`src/sv/hbba_pkg.sv`:
```
// hbba_pkg: shared types, constants and codes of the hierarchical bitmap allocator
// no dependencies; imported by the interfaces and all modules but hbba_ram
`timescale 1ns / 1ps

package hbba_pkg;

  // field and register widths
  localparam int ADDR_W    = 48;
  localparam int BSL_W     = 4;
  localparam int CFG_IDX_W = 1;

  // default group index width (bits per level index)
  localparam int GROUP_BITS_DEF = 4;

  // configuration register indexes and reset values
  localparam logic [CFG_IDX_W-1:0] CFG_POOL_BASE       = 1'b0;
  localparam logic [CFG_IDX_W-1:0] CFG_BLOCK_SIZE_LOG2 = 1'b1;
  localparam logic [ADDR_W-1:0]    POOL_BASE_RESET     = 48'd4096;
  localparam logic [BSL_W-1:0]     BSL_RESET           = 4'd4;

  // result status codes
  typedef enum logic [2:0] {
    STS_OK           = 3'd0,
    STS_NO_FREE      = 3'd1,
    STS_OUTSIDE      = 3'd2,
    STS_MISALIGNED   = 3'd3,
    STS_ALREADY_FREE = 3'd4
  } status_t;

  // request opcodes
  localparam logic OP_ALLOC = 1'b0;
  localparam logic OP_FREE  = 1'b1;

  // controller states
  typedef enum logic [3:0] {
    S_CLEAR,
    S_IDLE,
    S_DECODE,
    S_AL_MID,
    S_AL_LEAF,
    S_AL_ADDR,
    S_FR_CHK,
    S_FR_RMW,
    S_FINISH
  } state_t;

  // controller to datapath commands
  typedef struct packed {
    logic    clr_step;
    logic    latch_in;
    logic    alloc_root;
    logic    alloc_mid;
    logic    alloc_leaf;
    logic    alloc_addr;
    logic    free_sub;
    logic    free_chk;
    logic    free_rmw;
    logic    res_set;
    status_t res_code;
    logic    out_load;
  } cmd_t;

  // datapath to controller status
  typedef struct packed {
    logic    op_free;
    logic    req_null;
    logic    root_full;
    logic    mid_none;
    logic    leaf_none;
    status_t chk_code;
    logic    bit_clear;
    logic    clr_last;
    logic    out_free;
  } sts_t;

endpackage

```
`src/sv/hbba_ctrl.sv`:
```
// hbba_ctrl: sequencing state machine of the allocator
// depends on hbba_pkg; drives the datapath through cmd_t, reads sts_t
`timescale 1ns / 1ps

module hbba_ctrl (
  input  logic           clk,
  input  logic           rst_n,
  input  logic           in_valid,
  output logic           in_ready,
  input  hbba_pkg::sts_t sts,
  output hbba_pkg::cmd_t cmd
);
  import hbba_pkg::*;

  state_t state_r, state_nxt;

  // state register
  always_ff @(posedge clk) begin
    if (!rst_n) begin
      state_r <= S_CLEAR;
    end else begin
      state_r <= state_nxt;
    end
  end

  // next state
  always_comb begin
    state_nxt = state_r;
    unique case (state_r)
      S_CLEAR: begin
        if (sts.clr_last) state_nxt = S_IDLE;
      end
      S_IDLE: begin
        if (in_valid) state_nxt = S_DECODE;
      end
      S_DECODE: begin
        if (sts.op_free) begin
          state_nxt = sts.req_null ? S_FINISH : S_FR_CHK;
        end else begin
          state_nxt = sts.root_full ? S_FINISH : S_AL_MID;
        end
      end
      S_AL_MID: begin
        state_nxt = sts.mid_none ? S_FINISH : S_AL_LEAF;
      end
      S_AL_LEAF: begin
        state_nxt = sts.leaf_none ? S_FINISH : S_AL_ADDR;
      end
      S_AL_ADDR: begin
        state_nxt = S_FINISH;
      end
      S_FR_CHK: begin
        state_nxt = (sts.chk_code != STS_OK) ? S_FINISH : S_FR_RMW;
      end
      S_FR_RMW: begin
        state_nxt = S_FINISH;
      end
      S_FINISH: begin
        if (sts.out_free) state_nxt = S_IDLE;
      end
      default: begin
        state_nxt = S_CLEAR;
      end
    endcase
  end

  // command outputs
  always_comb begin
    cmd      = '0;
    in_ready = 1'b0;
    unique case (state_r)
      S_CLEAR: begin
        cmd.clr_step = 1'b1;
      end
      S_IDLE: begin
        in_ready     = 1'b1;
        cmd.latch_in = in_valid;
      end
      S_DECODE: begin
        if (sts.op_free) begin
          cmd.free_sub = 1'b1;
          if (sts.req_null) begin
            cmd.res_set  = 1'b1;
            cmd.res_code = STS_OK;
          end
        end else begin
          cmd.alloc_root = 1'b1;
          if (sts.root_full) begin
            cmd.res_set  = 1'b1;
            cmd.res_code = STS_NO_FREE;
          end
        end
      end
      S_AL_MID: begin
        cmd.alloc_mid = 1'b1;
        if (sts.mid_none) begin
          cmd.res_set  = 1'b1;
          cmd.res_code = STS_NO_FREE;
        end
      end
      S_AL_LEAF: begin
        cmd.alloc_leaf = 1'b1;
        if (sts.leaf_none) begin
          cmd.res_set  = 1'b1;
          cmd.res_code = STS_NO_FREE;
        end
      end
      S_AL_ADDR: begin
        cmd.alloc_addr = 1'b1;
      end
      S_FR_CHK: begin
        cmd.free_chk = 1'b1;
        if (sts.chk_code != STS_OK) begin
          cmd.res_set  = 1'b1;
          cmd.res_code = sts.chk_code;
        end
      end
      S_FR_RMW: begin
        cmd.res_set = 1'b1;
        if (sts.bit_clear) begin
          cmd.res_code = STS_ALREADY_FREE;
        end else begin
          cmd.free_rmw = 1'b1;
          cmd.res_code = STS_OK;
        end
      end
      S_FINISH: begin
        cmd.out_load = sts.out_free;
      end
      default: begin
        cmd = '0;
      end
    endcase
  end

endmodule

```
`config.mk`:
```
export PLATFORM = sky130hd
export DESIGN_NAME = hbba_ctrl
export DESIGN_NICKNAME = d
export VERILOG_FILES = /design/src/sv/hbba_pkg.sv /design/src/sv/hbba_ctrl.sv
export SDC_FILE = /design/constraint.sdc
export NUM_CORES = 1
export LEC_CHECK = 0
export ABC_AREA = 1
export BUFFER_PORTS_ARGS = -buffer_cell sky130_fd_sc_hd__buf_2
export CORE_AREA = 10 10 47 49
export CTS_BUF_LIST = sky130_fd_sc_hd__clkbuf_8
export CTS_CLUSTER_SIZE = 16
export DETAILED_ROUTE_END_ITERATION = 7
export DIE_AREA = 0 0 57 59
export GPL_ROUTABILITY_DRIVEN = 0
export PLACE_DENSITY_LB_ADDON = 0.1
export SYNTH_ARGS = -nofsm -noshare
export SYNTH_HDL_FRONTEND = slang
export SYNTH_SLANG_ARGS = --single-unit
export TNS_END_PERCENT = 5
```
`constraint.sdc`:
```
create_clock -name clk -period 1.9 [get_ports clk]
set_clock_uncertainty 0.05 [all_clocks]
set_input_delay 0.285 -clock clk [delete_from_list [all_inputs] [get_ports clk]]
set_output_delay 0.285 -clock clk [all_outputs]
set_load 0.02 [all_outputs]
```
# Word-level counts from Yosys, hierarchy flattened
# Index checks and enable logic that the tools add are counted.
dict set report word_totals {
  elab_cells 48
  ff_bits 4
  inputBits 14
}
dict set report op_classes {
  n_reduce_logical 4
  eq_ne 11
  n_mux 32
}
# op n
set op_table {}
lappend op_table {{4-bit two-way mux} 15}
lappend op_table {{4-bit one-hot mux with 8 select lines} 1}
lappend op_table {{4-bit one-hot mux with 5 select lines} 1}
lappend op_table {{4-bit by 3-bit == test with 1-bit output, second input constant} 4}
lappend op_table {{1-bit two-way mux} 14}
lappend op_table {{4-bit by 2-bit == test with 1-bit output, second input constant} 2}
lappend op_table {{2-bit inequality test, second input constant} 3}
lappend op_table {{4-bit by 1-bit == test with 1-bit output, second input constant} 1}
lappend op_table {{4-bit == test, second input constant} 1}
lappend op_table {{4-bit logical NOT} 1}
lappend op_table {{3-bit two-way mux} 1}
lappend op_table {{3-bit AND reduction} 1}
lappend op_table {{3-bit nonzero test} 1}
lappend op_table {{2-bit OR reduction} 1}

# Depth between registers and ports, before layout
# Gate-level depths: netlist of the first run.
dict set report depth {
  depth_word 3
  ltp_mapped 7
  mapped_depth_nobuf 7
}

# Worst setup path after synthesis of the first run
# OpenSTA, ideal clock, no wires.
dict set report synth_timing {
  kind {reg-to-output}
  start {register state_r[3]}
  end {output port cmd[1] (netlist name)}
  required_time_ps 1565
  path_stages_with_launch 6
  arrival_time_ps 1212
  slack_ps 353
  cell_sequence {dfxtp_1 inv_1 nand2_2 nor2_4 inv_1 o221ai_1}
}
# element line
set synth_lines {}
lappend synth_lines {{start: declaration} hbba_ctrl.sv:15} ;# state_t state_r, state_nxt;
lappend synth_lines {{start signal: assignment} hbba_ctrl.sv:22} ;# state_r <= state_nxt;
lappend synth_lines {{end: declaration} hbba_ctrl.sv:11} ;# output hbba_pkg::cmd_t cmd

==> results of run 1 <==
-- worst paths after layout --
check                           startpoint    endpoint  slack [ps]  cells after the start
worst max-delay path            state_r[2]      cmd[1]         160                      8
worst min-delay path                 rst_n  state_r[1]         300                      3
worst max register to register  state_r[2]  state_r[1]         660                      6
worst min register to register  state_r[3]  state_r[3]         560                      2
-- cell usage after synthesis --
master,count,area (sq um)
o21ai_0,1,5.00
inv_1,20,75.1
nand4_1,3,18.8
nor2_2,4,25.0
inv_2,2,7.51
o22ai_1,1,6.26
nand2_1,13,48.8
nand3b_1,1,7.51
a21oi_1,4,20.0
nor2_4,3,33.8
o21ai_1,2,10.0
o221ai_1,1,8.76
nor3_1,2,10.0
nor2_1,12,45.0
dfxtp_1,4,80.1
nand2_2,2,12.5
o31ai_1,1,7.51
nand3_1,8,40.0
-- per-layer routing --
layer / routed length (microns) / vias up / part of all wire (%)
met2: 704 / 15 / 50
met4: 0 / 0 / 0
li1: - / 327 / -
met1: 615 / 252 / 44
met3: 88 / 0 / 6.3
met5: 0 / - / 0
-- cells by family (layout without fill, tap and decap cells) --
kind of cell	after synthesis	after routing	synth area share (%)
AOI/OAI and AO/OA	10	10	12.5
DFF	4	4	17.3
buffers and inverters	22	53	17.9
and+or+nand+nor	48	48	52.3
-- worst max-delay path, cell delays in order (launching register included) --
cell      delay, ps
dfxtp_1         350
nor2_4          190
inv_1           110
nor2_2          100
nand2_1          80
nand2_1          70
inv_1            50
o221ai_1         60
buf_2           190
-- cell type report --
| type | instances | area (sq um) |
|---|---|---|
| clock buffers | 3 | 41.3 |
| fillers | 166 | 738 |
| inverters | 22 | 82.6 |
| multi-input cells | 58 | 299 |
| flip-flops and latches | 4 | 80.1 |
| well taps | 16 | 20.0 |
| repair buffers | 28 | 140 |
-- power by group through the flow --
stage	clock, mW	sequential [mW]	combinational [mW]
6_report	0.174	0.130	0.294
5_1_grt	0.183	0.132	0.330
4_1_cts	0.181	0.130	0.300
3_5_place_dp	0	0.131	0.298
3_3_place_gp	0	0.131	0.297
2_1_floorplan	0	0.126	0.214
==> metrics.md, run 1 <==
| Metric | Value |
|---|---|
| Routed Antenna Nets | `0` |
| Post-synthesis cell type count | `18` |
| Vias in the first global route | `589` |
| Post-DP Area | `approximately 620 sq um` |
| Pre-CTS setup slack | `between 300 and 400 ps` |
| Fin crit period | `approximately 1700 ps` |
| Final hold violations | `0` |
| Initial core utilization | `32.9%` |
| Cell Area, Synth | `462 sq um` |
| Syn avg cell area | `5.50 sq um` |
| Antenna Cells | `0` |
| Tot GR Track Use | `under 10%` |
| Status | `complete, no violations` |
| Vias/cell | `4.53` |
| Yosys warning total | `0` |
| Sw Pwr | `262 uW` |
| Worst slew margin | `84.3%` |
| Final nets | `131` |
| Grt met3 use | `under 10%` |
| Routed length per instance | `10.7 microns` |
| Comb power frac | `approximately half` |
| DR vias | `594` |
| Most Crowded Layer GR | `met2` |
| Clk sinks | `4` |
| CTS H-Tree Depth | `1` |
| Worst EP required | `1560 ps` |
| Met1 Resource Use GR | `9.09%` |
| CTS tree | `built` |
| Yosys reg bits | `4` |
| Worst hold margin | `296 ps` |
| Leakage | `0.397 nW` |
| Final WL | `1410 microns` |
| Sequential cell area fraction in the yosys report | `about 17%` |
| Buffers on Ports | `28` |
| Post-DP HPWL | `1280 microns` |
| Post-layout util | `a little under half` |
| Peak supply drop | `between 0.0005 and 0.0006 V` |
| Final Power | `597 uW` |
| Die X | `roughly 57 microns` |
| Setup total negative slack | `0 ps` |
| Rows | `14` |
| Largest register FFs | `4` |
| Post-route cell area | `663 sq um` |
| Cts repair resizes | `0` |
| WP data arrival | `approximately 1400 ps` |
| Clock latency on the worst-skew pair | `210 ps` |
| Sequential power share | `21.7%` |
| Area delta synth->final | `43.6%` |
| Internal power | `~330 uW` |
| Largest reg by FF count | `state_r` |
| Initial antenna violation count | `0` |
| Layout cells sized above 1 | `36.5%` |
| Core Footprint | `between 1000 and 1500 sq um` |
| Post-CTS setup buffer count | `0` |
| Crit path max fanout | `6` |
| # hold bufs at CTS | `0` |
| Commonest non-fill, non-tap cell in the layout | `buf_2` |
| Crit end category | `output pin` |
| Max_cap viols | `0` |
| Setup violators final | `0` |
| Startpoint type of the worst setup path | `flop` |
| Final WS setup | `157 ps` |
| Kind of critical path | `flop to output pin` |
| Post-Layout Cell Count | `131` |
| Sw frac | `43.9%` |
| Net Count, Synth | `98` |
| Met2 Resource Use GR | `14.1%` |
| Grt total ovfl | `0` |
| F_max | `0.574 GHz` |
| IO Pins | `29` |
| Unrepaired setup endpoints after global routing | `no` |
| TritonRoute pass-1 iters | `4` |
| # DRC | `0` |
| Placed cells | `approximately 130` |
| Ratio of total power to cell area | `901 nW/um^2` |
| Root Buffer | `clkbuf_8` |
| Deepest clock path buffer count | `2` |
| Top flop regs | `state_r x4` |
| Die area | `3360 sq um` |
| Worst Max-Slew Pin Slew | `233 ps` |
| Part of the cycle the worst path needs | `91.7%` |
| Commonest non-fill, non-tap cells in the layout | `28 x buf_2, 20 x inv_1, 13 x nand2_1, 12 x nor2_1, 8 x nand3_1` |
| Clock Power Share | `29.1%` |
| Global-route wire length before repair | `2330 microns` |
| Fin. max-slew vios | `0` |
| Largest net degree at the start of global routing | `8` |
| Post-Syn Instances | `84` |
| Initial DRC count | `10` |
| CTS buffer count | `3` |
| Hold Crit Class | `primary input to flop` |
| Clk slew on worst S/H paths | `~30 ps` |
| Die height | `59 microns` |
Power figures use the tool's default switching activity.
==> run 2: changes to the inputs <==
--- a/config.mk
+++ b/config.mk
@@ -7,13 +7,14 @@
 export LEC_CHECK = 0
 export ABC_AREA = 1
 export BUFFER_PORTS_ARGS = -buffer_cell sky130_fd_sc_hd__buf_2
-export CORE_AREA = 10 10 47 49
+export CORE_AREA = 10 10 54 56
 export CTS_BUF_LIST = sky130_fd_sc_hd__clkbuf_8
 export CTS_CLUSTER_SIZE = 16
 export DETAILED_ROUTE_END_ITERATION = 7
-export DIE_AREA = 0 0 57 59
+export DIE_AREA = 0 0 64 66
 export GPL_ROUTABILITY_DRIVEN = 0
 export PLACE_DENSITY_LB_ADDON = 0.1
+export REMOVE_ABC_BUFFERS = 1
 export SYNTH_ARGS = -nofsm -noshare
 export SYNTH_HDL_FRONTEND = slang
 export SYNTH_SLANG_ARGS = --single-unit
==> run 2 against run 1 <==
Sequential share of layout area down 0.083 points. Worst setup slack lost 9.2 ps. Global-route usage fell by 1.0 points. Wire length grew 6.5%. Power is 1.8% higher. First-iteration DRC count rose by 50%. Hold slack lost 4.9 ps. Cell count is 8.4% higher. Count of clock-buffer cells in the layout unchanged. Sequential power about the same. Highest routed layer unchanged.
==> metrics.md, run 2 (synthesis gave the netlist of run 1 again) <==
| Metric | Value |
|---|---|
| Post-route cell area | `between 600 and 700 sq um` |
| Worst slew margin | `82.2%` |
| Die height | `66 microns` |
| DR vias | `603` |
| Global-route wire length before repair | `2490 microns` |
| Hold Crit Class | `primary input to flop` |
| Worst Max-Slew Pin Slew | `267 ps` |
| Deepest clock path buffer count | `2` |
| Vias/cell | `4.25` |
| CTS buffer count | `3` |
| Post-DP HPWL | `around 1300 microns` |
| Reg2Reg Depth | `7` |
| Die X | `64 microns` |
| CTS tree | `built` |
| R2r setup slk | `between 600 and 700 ps` |
| Startpoint type of the worst setup path | `flop` |
| Worst hold path depth | `3` |
| Vias in the first global route | `595` |
| Worst R2R End | `state_r[2]` |
| Clk sinks | `4` |
| Commonest non-fill, non-tap cell in the layout | `buf_2` |
| Unrepaired setup endpoints after global routing | `no` |
| Max_cap viols | `0` |
| Crit path max fanout | `7` |
| Min-delay src | `rst_n` |
| # DRC | `0` |
| Status | `complete, no violations` |
| Tot GR Track Use | `7.07%` |
| Top flop regs | `state_r x4` |
| Ratio of total power to cell area | `896 nW/um^2` |
| Initial DRC count | `15` |
| Setup violators final | `0` |
| Grt total ovfl | `0` |
| Clock latency on the worst-skew pair | `approximately 210 ps` |
| Final WL | `roughly 1500 microns` |
| Worst hold endpoint | `state_r[1]` |
| CTS H-Tree Depth | `1` |
| Fin crit period | `1750 ps` |
| Core Footprint | `1900 sq um` |
| TritonRoute pass-1 iters | `4` |
| Area delta synth->final | `46.9%` |
| Die area | `4220 sq um` |
| Largest register FFs | `4` |
| Setup total negative slack | `0 ps` |
| Final nets | `131` |
| Cts repair resizes | `0` |
| Final hold violations | `0` |
| Clk slew on worst S/H paths | `30 ps` |
| Commonest non-fill, non-tap cells in the layout | `28 x buf_2, 20 x inv_1, 13 x nand2_1, 12 x nor2_1, 8 x nand3_1` |
| Initial antenna violation count | `0` |
| Rows | `16` |
| Fin. max-slew vios | `0` |
| IO Pins | `29` |
| Largest net degree at the start of global routing | `8` |
| F_max | `0.571 GHz` |
| Antenna Cells | `0` |
| Routed Antenna Nets | `0` |
| Post-DP Area | `636 sq um` |
| WP data arrival | `about 1400 ps` |
| Largest reg by FF count | `state_r` |
| Layout cells sized above 1 | `37.4%` |
| Kind of critical path | `flop to output pin` |
| Final Power | `608 uW` |
| Worst EP required | `~1600 ps` |
| RR Startpoint | `state_r[0]` |
| Buffers on Ports | `28` |
| Crit end category | `output pin` |
| Initial core utilization | `24.3%` |
| Routed length per instance | `~11 microns` |
| Peak supply drop | `0.000396 V` |
| # hold bufs at CTS | `0` |
| Root Buffer | `clkbuf_8` |
| Post-CTS setup buffer count | `0` |
| Leakage | `0.398 nW` |
| Part of the cycle the worst path needs | `92.2%` |
[run 2: where the power goes]
group | switching (mW) | total [mW] | internal (mW)
sequential | 0.0313 | 0.133 | 0.101
combinational | 0.199 | 0.298 | 0.0993
clock | 0.0420 | 0.177 | 0.135
total | 0.272 | 0.608 | 0.335
[run 2: metal layers]
layer | track usage [%] | part of all wire (%)
met5 | 0 | 0
met4 | 2.46 | 0
met3 | 2.54 | 7.6
met2 | 11.6 | 47
met1 | 8.32 | 45
[run 2: metrics by stage]
stage | utilization [%] | hold slack (ps) | cells | setup slack [ps]
3_3_place_gp | 33.4 | 507 | 139 | 337
4_1_cts | 35.6 | 293 | 142 | 132
2_1_floorplan | - | 397 | 84 | 353
5_1_grt | 35.7 | 316 | 142 | 8.27
6_report | 35.7 | 291 | 142 | 148
3_5_place_dp | 33.4 | 515 | 139 | 358
[run 2: layout make-up]
type,instances,area (sq um)
Multi-Input combinational cell,58,299
Timing Repair Buffer,28,140
Sequential cell,4,81.3
Clock buffer,3,41.3
Fill cell,227,1220
Inverter,22,82.6
Tap cell,27,33.8
[run 2: how the worst max path moves through the flow]
stage,startpoint,end,slack [ps],depth (start not counted)
3_3_place_gp,state_r[0],cmd[1],340,8
2_1_floorplan,state_r[3],cmd[1],350,5
4_1_cts,state_r[0],cmd[1],130,8
6_report,state_r[0],cmd[1],150,8
5_1_grt,state_r[0],cmd[1],8,8
3_5_place_dp,state_r[0],cmd[1],360,8
[run 2: critical path, cell delays in order (launching register included)]
cell,delay (ps)
dfxtp_1,370
nor2_2,240
inv_2,70
nor2_2,90
nand2_1,70
nand2_1,60
inv_1,50
o221ai_1,60
buf_2,190
